## config.mk

```make
export PLATFORM = sky130hd
export DESIGN_NAME = sha256_byte_stream_hasher_core
export DESIGN_NICKNAME = d
export VERILOG_FILES = /design/src/rtl/sha_pkg.sv /design/src/rtl/sha_sched.sv /design/src/rtl/sha_core.sv /design/src/rtl/sha256_byte_stream_hasher_core.sv
export SDC_FILE = /design/constraint.sdc
export NUM_CORES = 2
export LEC_CHECK = 0
export BUFFER_PORTS_ARGS = -buffer_cell sky130_fd_sc_hd__buf_2
export CELL_PAD_IN_SITES_DETAIL_PLACEMENT = 1
export CELL_PAD_IN_SITES_GLOBAL_PLACEMENT = 2
export CORE_MARGIN = 2
export CORE_UTILIZATION = 38
export CTS_BUF_LIST = sky130_fd_sc_hd__clkbuf_8
export CTS_CLUSTER_DIAMETER = 50
export CTS_CLUSTER_SIZE = 28
export DETAILED_ROUTE_END_ITERATION = 6
export PLACE_DENSITY_LB_ADDON = 0.1
export SLEW_MARGIN = 20
export SYNTH_ARGS = -nofsm -noshare
export SYNTH_HDL_FRONTEND = slang
export SYNTH_HIERARCHICAL = 1
export SYNTH_SLANG_ARGS = --single-unit
```

## constraint.sdc

```tcl
create_clock -name clk -period 19.8 [get_ports clk]
set_input_delay 0 -clock clk [delete_from_list [all_inputs] [get_ports clk]]
set_output_delay 0 -clock clk [all_outputs]
set_load 0.05 [all_outputs]
```

## src/rtl/sha_pkg.sv

```systemverilog
`default_nettype none
package sha_pkg;

  localparam logic [31:0] HASH_INIT [8] = '{
    32'h6a09e667, 32'hbb67ae85, 32'h3c6ef372, 32'ha54ff53a,
    32'h510e527f, 32'h9b05688c, 32'h1f83d9ab, 32'h5be0cd19
  };

  localparam logic [31:0] ROUND_K [64] = '{
    32'h428a2f98, 32'h71374491, 32'hb5c0fbcf, 32'he9b5dba5,
    32'h3956c25b, 32'h59f111f1, 32'h923f82a4, 32'hab1c5ed5,
    32'hd807aa98, 32'h12835b01, 32'h243185be, 32'h550c7dc3,
    32'h72be5d74, 32'h80deb1fe, 32'h9bdc06a7, 32'hc19bf174,
    32'he49b69c1, 32'hefbe4786, 32'h0fc19dc6, 32'h240ca1cc,
    32'h2de92c6f, 32'h4a7484aa, 32'h5cb0a9dc, 32'h76f988da,
    32'h983e5152, 32'ha831c66d, 32'hb00327c8, 32'hbf597fc7,
    32'hc6e00bf3, 32'hd5a79147, 32'h06ca6351, 32'h14292967,
    32'h27b70a85, 32'h2e1b2138, 32'h4d2c6dfc, 32'h53380d13,
    32'h650a7354, 32'h766a0abb, 32'h81c2c92e, 32'h92722c85,
    32'ha2bfe8a1, 32'ha81a664b, 32'hc24b8b70, 32'hc76c51a3,
    32'hd192e819, 32'hd6990624, 32'hf40e3585, 32'h106aa070,
    32'h19a4c116, 32'h1e376c08, 32'h2748774c, 32'h34b0bcb5,
    32'h391c0cb3, 32'h4ed8aa4a, 32'h5b9cca4f, 32'h682e6ff3,
    32'h748f82ee, 32'h78a5636f, 32'h84c87814, 32'h8cc70208,
    32'h90befffa, 32'ha4506ceb, 32'hbef9a3f7, 32'hc67178f2
  };

  localparam logic [7:0] PAD_MARK = 8'h80;
  localparam logic [5:0] LEN_POS = 6'd56;
  localparam logic [5:0] LAST_BYTE = 6'd63;
  localparam logic [5:0] LAST_ROUND = 6'd63;
  localparam logic [2:0] LAST_WORD = 3'd7;

  typedef struct packed {
    logic       load_byte;
    logic       shift_word;
    logic [7:0] byte_in;
  } sched_ctl_t;

  typedef struct packed {
    logic init;
    logic round;
    logic add;
    logic rotate;
    logic restart;
  } core_ctl_t;

  function automatic logic [31:0] rotr(input logic [31:0] x, input int unsigned n);
    return (x >> n) | (x << (32 - n));
  endfunction

endpackage
`default_nettype wire

```

## src/rtl/sha_sched.sv

```systemverilog
`default_nettype none
module sha_sched (
  input  wire logic              clk,
  input  wire sha_pkg::sched_ctl_t ctl,
  output logic [31:0]            w
);
  import sha_pkg::*;

  logic [511:0] window;
  logic [31:0]  w1;
  logic [31:0]  w14;
  logic [31:0]  s0;
  logic [31:0]  s1;
  logic [31:0]  w_new;

  assign w   = window[511:480];
  assign w1  = window[479:448];
  assign w14 = window[63:32];
  assign s0  = rotr(w1, 7) ^ rotr(w1, 18) ^ (w1 >> 3);
  assign s1  = rotr(w14, 17) ^ rotr(w14, 19) ^ (w14 >> 10);
  assign w_new = w + s0 + window[223:192] + s1;

  always_ff @(posedge clk) begin
    if (ctl.load_byte) begin
      window <= {window[503:0], ctl.byte_in};
    end else if (ctl.shift_word) begin
      window <= {window[479:0], w_new};
    end
  end

endmodule
`default_nettype wire

```

## src/rtl/sha_core.sv

```systemverilog
`default_nettype none
module sha_core (
  input  wire logic               clk,
  input  wire logic               rst,
  input  wire sha_pkg::core_ctl_t ctl,
  input  wire logic [31:0]        w,
  input  wire logic [31:0]        k,
  output logic [31:0]             h_out
);
  import sha_pkg::*;

  logic [31:0] hw [8];
  logic [31:0] v  [8];
  logic [31:0] big0;
  logic [31:0] big1;
  logic [31:0] ch;
  logic [31:0] maj;
  logic [31:0] t1;
  logic [31:0] t2;

  assign h_out = hw[0];
  assign big1 = rotr(v[4], 6) ^ rotr(v[4], 11) ^ rotr(v[4], 25);
  assign ch   = (v[4] & v[5]) ^ (~v[4] & v[6]);
  assign t1   = v[7] + big1 + ch + k + w;
  assign big0 = rotr(v[0], 2) ^ rotr(v[0], 13) ^ rotr(v[0], 22);
  assign maj  = (v[0] & v[1]) ^ (v[0] & v[2]) ^ (v[1] & v[2]);
  assign t2   = big0 + maj;

  always_ff @(posedge clk) begin
    if (rst) begin
      hw <= HASH_INIT;
    end else if (ctl.restart) begin
      hw <= HASH_INIT;
    end else if (ctl.add) begin
      for (int i = 0; i < 8; i++) begin
        hw[i] <= hw[i] + v[i];
      end
    end else if (ctl.rotate) begin
      for (int i = 0; i < 7; i++) begin
        hw[i] <= hw[i + 1];
      end
      hw[7] <= hw[0];
    end
  end

  always_ff @(posedge clk) begin
    if (ctl.init) begin
      v <= hw;
    end else if (ctl.round) begin
      v[7] <= v[6];
      v[6] <= v[5];
      v[5] <= v[4];
      v[4] <= v[3] + t1;
      v[3] <= v[2];
      v[2] <= v[1];
      v[1] <= v[0];
      v[0] <= t1 + t2;
    end
  end

endmodule
`default_nettype wire

```

## src/rtl/sha256_byte_stream_hasher_core.sv

```systemverilog
// SHA-256 hasher that takes the message one byte per input word (tuser low) and a finish
// command (tuser high), after which it pads the message, appends the 64-bit bit length and
// returns the digest as eight 32-bit big-endian words, index in tuser, tlast on the eighth.
// Each data byte is shifted into the block; the 64th byte of a block then runs the block
// through one shared round unit for all 64 rounds and then folds the result into the hash
// words. A finish feeds the pad and length bytes one per cycle up to the end of the block
// (a second block when 56 or more bytes are pending), runs the rounds and the fold for each
// block, then offers the eight digest words. The input is not ready while any of that work
// is in progress.
`default_nettype none
module sha256_byte_stream_hasher_core (
  input  wire logic        clk,
  input  wire logic        rst,
  input  wire logic        s_axis_tvalid,
  output logic             s_axis_tready,
  input  wire logic [7:0]  s_axis_tdata,  // data_byte
  input  wire logic        s_axis_tuser,  // cmd
  output logic             m_axis_tvalid,
  input  wire logic        m_axis_tready,
  output logic [31:0]      m_axis_tdata,  // digest_word
  output logic [2:0]       m_axis_tuser,  // word_index
  output logic             m_axis_tlast
);
  import sha_pkg::*;

  typedef enum logic [4:0] {
    S_IDLE  = 5'b00001,
    S_PAD   = 5'b00010,
    S_ROUND = 5'b00100,
    S_ADD   = 5'b01000,
    S_OUT   = 5'b10000
  } state_t;

  state_t      state;
  logic [5:0]  cnt;
  logic [63:0] bits;
  logic [5:0]  rnd;
  logic [2:0]  idx;
  logic        fin;
  logic        first;
  logic        len_ok;
  logic        last_blk;
  logic        in_fire;
  logic        out_fire;
  logic [7:0]  pad_byte;
  logic [31:0] w;
  logic [31:0] h_out;
  sched_ctl_t  sctl;
  core_ctl_t   cctl;

  assign in_fire  = s_axis_tvalid && s_axis_tready;
  assign out_fire = m_axis_tvalid && m_axis_tready;

  assign s_axis_tready = (state == S_IDLE);
  assign m_axis_tvalid = (state == S_OUT);
  assign m_axis_tdata  = h_out;
  assign m_axis_tuser  = idx;
  assign m_axis_tlast  = (idx == LAST_WORD);

  always_comb begin
    if (first) begin
      pad_byte = PAD_MARK;
    end else if (len_ok && cnt >= LEN_POS) begin
      pad_byte = bits[{~cnt[2:0], 3'b000} +: 8];
    end else begin
      pad_byte = 8'h00;
    end
  end

  always_comb begin
    sctl.load_byte  = (in_fire && !s_axis_tuser) || (state == S_PAD);
    sctl.byte_in    = (state == S_PAD) ? pad_byte : s_axis_tdata;
    sctl.shift_word = (state == S_ROUND);
    cctl.init    = sctl.load_byte && (cnt == LAST_BYTE);
    cctl.round   = (state == S_ROUND);
    cctl.add     = (state == S_ADD);
    cctl.rotate  = out_fire;
    cctl.restart = out_fire && (idx == LAST_WORD);
  end

  always_ff @(posedge clk) begin
    if (rst) begin
      state    <= S_IDLE;
      cnt      <= '0;
      bits     <= '0;
      rnd      <= '0;
      idx      <= '0;
      fin      <= 1'b0;
      first    <= 1'b0;
      len_ok   <= 1'b0;
      last_blk <= 1'b0;
    end else begin
      unique case (state)
        S_IDLE: begin
          if (in_fire) begin
            if (s_axis_tuser) begin
              fin    <= 1'b1;
              first  <= 1'b1;
              len_ok <= (cnt < LEN_POS);
              state  <= S_PAD;
            end else begin
              cnt  <= cnt + 6'd1;
              bits <= bits + 64'd8;
              if (cnt == LAST_BYTE) begin
                rnd   <= '0;
                state <= S_ROUND;
              end
            end
          end
        end
        S_PAD: begin
          first <= 1'b0;
          cnt   <= cnt + 6'd1;
          if (cnt == LAST_BYTE) begin
            last_blk <= len_ok;
            len_ok   <= 1'b1;
            rnd      <= '0;
            state    <= S_ROUND;
          end
        end
        S_ROUND: begin
          rnd <= rnd + 6'd1;
          if (rnd == LAST_ROUND) begin
            state <= S_ADD;
          end
        end
        S_ADD: begin
          if (!fin) begin
            state <= S_IDLE;
          end else if (last_blk) begin
            idx   <= '0;
            state <= S_OUT;
          end else begin
            state <= S_PAD;
          end
        end
        S_OUT: begin
          if (out_fire) begin
            idx <= idx + 3'd1;
            if (idx == LAST_WORD) begin
              bits  <= '0;
              fin   <= 1'b0;
              state <= S_IDLE;
            end
          end
        end
        default: begin
          state <= S_IDLE;
        end
      endcase
    end
  end

  sha_sched u_sched (
    .clk (clk),
    .ctl (sctl),
    .w   (w)
  );

  sha_core u_core (
    .clk   (clk),
    .rst   (rst),
    .ctl   (cctl),
    .w     (w),
    .k     (ROUND_K[rnd]),
    .h_out (h_out)
  );

  a_round_end: assert property (@(posedge clk) disable iff (rst)
    (state == S_ROUND && rnd == LAST_ROUND) |=> (state == S_ADD))
    else $error("round counter did not hand over to the hash update");

  a_out_aligned: assert property (@(posedge clk) disable iff (rst)
    (state == S_OUT) |-> (cnt == 6'd0 && fin))
    else $error("digest offered with bytes still pending");

  a_pad_in_finish: assert property (@(posedge clk) disable iff (rst)
    (state == S_PAD) |-> fin)
    else $error("padding outside a finish");

  a_digest_done: assert property (@(posedge clk) disable iff (rst)
    (out_fire && m_axis_tlast) |=> (state == S_IDLE && bits == 64'd0))
    else $error("message state not restarted after the last digest word");

endmodule
`default_nettype wire
```

==> results.json <==
{
  "status": "finished, violations left",
  "violations": "DRC",
  "ff2ff_path_depth": 40,
  "cp_slowest_stage_delay_ns": 0.75,
  "layout_setup_ws_ns": 8.55,
  "ys_warn_count": 6,
  "row_count": 164,
  "netlist_instances": 7361,
  "boundaryPins": 51,
  "p_leak_nw": 30.7,
  "ys_seq_area_frac": 0.390,
  "yosysTopAreaCell": "edfxtp_1",
  "grt_usage": 0.255,
  "end_kind": "flip-flop",
  "die_h_um": 453,
  "hold_path.class": "input pin to flip-flop",
  "cp_slowest_cell": "ha_1",
  "root_buffer": "clkbuf_8",
  "period_needed_ns": 11.25,
  "synth_edf_count": 768,
  "layout.nets": 7833,
  "routedWlPerCell_um": 26.4,
  "reg2reg_to": "u_core/v[255]",
  "drt-pass1-iter-count": 7,
  "dieArea_um2": 205000,
  "cts_max_level": 4,
  "drt_iter0_markers": 3981,
  "critPathTopFamily": "compound AO/OA/AOI/OAI gates",
  "fp.dieW_um": 453,
  "clk_latency_ns": 0.96,
  "rr_startpoint": "rnd[0]",
  "internal_power_mw": 5.17,
  "dp_hpwl_um": 199000,
  "drive_above_1_share": 0.165,
  "fmax_mhz": 88.9,
  "synth_top_area_frac": 0.301,
  "fin_util": 0.415,
  "syn_nets": 7962,
  "cp-start-kind": "flip-flop",
  "worstPathArrival_ns": 11.94,
  "hold_violations": 0,
  "n_fill_cell": 22032,
  "dp_slack_ns": 8.63,
  "drc": 1,
  "finalSetupViolCount": 0,
  "report.final.slew_viol_count": 0,
  "area_delta_synth_final_pct": 8.35,
  "antenna_found_initial": 5,
  "syn-cell-area_um2": 76600,
  "grt_max_degree": 187,
  "p_sw_frac": 0.379,
  "fin_crit_sh": 0.568,
  "num_vias": 56663,
  "clockBufferDepth": 3,
  "seq_power_share": 0.354,
  "power_frac_comb": 0.381,
  "cp.required_ns": 20.49,
  "ir_worst_vdd_mv": 0.104,
  "cts_made_buffers": 164,
  "core_region_area_um2": 200000,
  "cts_tree": "done",
  "pwr-share-clk": 0.264,
  "viasPerCell": 5.65,
  "synthFlopType": "edfxtp_1",
  "powerDensity_nw_per_um2": 100,
  "clk_pin_slew_ns": 0.07,
  "synth_area_leaders": "edfxtp_1, mux2_2, dfxtp_1, ha_1, fa_1",
  "gp_congestion": 0.895,
  "min_from": "s_axis_tuser",
  "rsz0062_at_grt": "no",
  "worstSetupPathType": "flip-flop to flip-flop",
  "rrSetupSlack_ns": 8.55,
  "whs_path_depth": 5,
  "grt_pass1_wl_um": 394000,
  "cp.buffers_inverters": 6,
  "max_cap_viol_count": 0,
  "grt_pass1_vias": 58303,
  "ys_seq_elements": 1109,
  "postRouteAntennaNets": 0,
  "crit_top_cell": "inv_1",
  "start_util": 0.383,
  "p_switching_mw": 3.16,
  "port_buffers": 50,
  "grt_overflow": 0,
  "worst_pin_slew_ns": 1.11,
  "synth-async-reset-ratio": 0,
  "whs_endpoint": "state[2]",
  "tns_ns": 0,
  "slew_headroom": 0.241,
  "wl_um": 265000,
  "cts_num_sinks": 1109,
  "ys_types": 105,
  "synth_area_per_cell_um2": 10.4,
  "crit_fanout": 36,
  "skew_ns": 0.0772
}
==> flip-flops by register name, indices dropped and copies added, names as in the netlist <==
register and flops:
bits 61, cnt 6, fin 1, first 1, last_blk 1, len_ok 1
m_axis_tuser 3, rnd 6, state 5, u_core/h_out 32, u_core/hw 224, u_core/v 256
u_sched/window 512
==> logic make-up (layout without fill, tap and decap cells) <==
logic type | count (synthesis) | after routing | share of synthesized area
fa+ha+maj | 610 | 610 | 0.118
compound gates | 1791 | 1791 | 0.151
simple gates | 1411 | 1411 | 0.0891
mux | 919 | 919 | 0.135
flops | 1109 | 1109 | 0.390
buf+inv | 936 | 947 | 0.0492
xor+xnor | 585 | 585 | 0.0669
other cells | 0 | 4 | 0
==> routing by layer <==
metal  global-route usage  wire [um]  share of wire  up-vias
li1                     -          -              -    26475
met1                0.336     118000           0.45    28859
met2                0.442     131000           0.49     1021
met3               0.0276       8450          0.032      306
met4               0.0684       6880          0.026        2
met5                    0         13       0.000049        -
==> stage by stage <==
step                instance area [um^2]  cells  power [mW]  hold WS (ns)
finish                             83000  10032        8.34         0.131
global route                       83000  10029        8.88        0.0868
CTS                                83000  10028        8.43       0.00878
detailed placement                 79000   9704        6.17         0.427
global placement                   79000   9704        6.13         0.378
floorplan                          76600   7361        5.30         0.207
==> power groups by stage <==
| stage | Combinational (mW) | Sequential [mW] | Clock [mW] |
|---|---|---|---|
| final | 3.18 | 2.95 | 2.20 |
| after detailed placement | 3.16 | 3.01 | 0 |
| after global placement | 3.12 | 3.01 | 0 |
| after CTS | 3.19 | 2.96 | 2.28 |
| after global routing | 3.55 | 2.98 | 2.36 |
| after floorplan | 2.34 | 2.96 | 0 |
==> placed cells by master, fill, tap and decap left out, types with 64 or more instances in the layout <==
master / count
dfxtp_1: 337
xnor2_1: 386
nand2_1: 477
ha_1: 393
nor2b_1: 114
a21o_1: 216
clkbuf_8: 166
edfxtp_1: 768
nand3_1: 104
mux2_2: 700
nor2_1: 296
xor2_1: 199
o21ai_0: 407
nand2b_1: 64
o211ai_1: 102
buf_4: 71
inv_1: 501
mux2i_1: 196
nor3_1: 78
a211oi_1: 171
fa_1: 195
a21oi_1: 433
==> worst register-to-register path, delay by kind of cell, from the launching register on <==
family / cells / cell delay [ns]
AOI/OAI and AO/OA: 20 / 5.16
muxes: 1 / 0.26
adders and majority gates: 7 / 3.39
buffers and inverters: 6 / 0.98
xor gates and xnor gates: 2 / 0.37
DFF: 1 / 0.30
and+or+nand+nor: 4 / 0.54
==> cell type report <==
type | instances | area, um^2 | area share
Inverter | 494 | 1860 | 0.0224
Timing Repair Buffer | 147 | 1090 | 0.0131
Clock buffer | 166 | 2280 | 0.0275
Sequential cell | 1109 | 29900 | 0.360
Clock inverter | 140 | 1510 | 0.0182
Tap cell | 2656 | 3320 | 0.0400
Multi-Input combinational cell | 5316 | 43000 | 0.518
Antenna cell | 4 | 10.0 | 0.000121
==> synthesized netlist by cell type (21+ instances only) <==
master / number
nand2_1: 477
a21o_1: 216
mux4_2: 21
and3_1: 46
dfxtp_1: 341
a21oi_1: 435
o21a_1: 41
xor2_1: 199
nor3_1: 78
buf_4: 64
o31ai_1: 49
clkbuf_1: 313
a31oi_1: 55
mux2i_1: 196
or2_2: 25
maj3_1: 22
inv_1: 490
nor2_1: 299
a211oi_1: 171
o211ai_1: 102
nor2b_1: 114
fa_1: 195
buf_1: 60
or3_1: 46
mux2_2: 700
ha_1: 393
o21ai_0: 407
edfxtp_1: 768
o21ai_1: 27
nand2b_1: 65
xnor2_1: 386
nand3_1: 104
o21bai_1: 40
nand4_1: 35
==> repair_timing <==
action	CTS	global route
buffers inserted	0	0
resized for setup	0	0
hold endpoints to repair	82	0
hold buffers	18	0
==> how the worst max path moves through the flow <==
stage            from             to  slack (ns)  cells past startpoint
3_3_place_gp   rnd[0]  u_core/v[255]        8.76                     40
4_1_cts        rnd[0]  u_core/v[255]        8.62                     40
3_5_place_dp   rnd[0]  u_core/v[255]        8.63                     40
2_1_floorplan  rnd[2]  u_core/v[255]       10.65                     38
6_report       rnd[0]  u_core/v[255]        8.55                     40
5_1_grt        rnd[0]  u_core/v[255]        8.05                     40
Note: power is estimated with default switching activity, not from simulation.
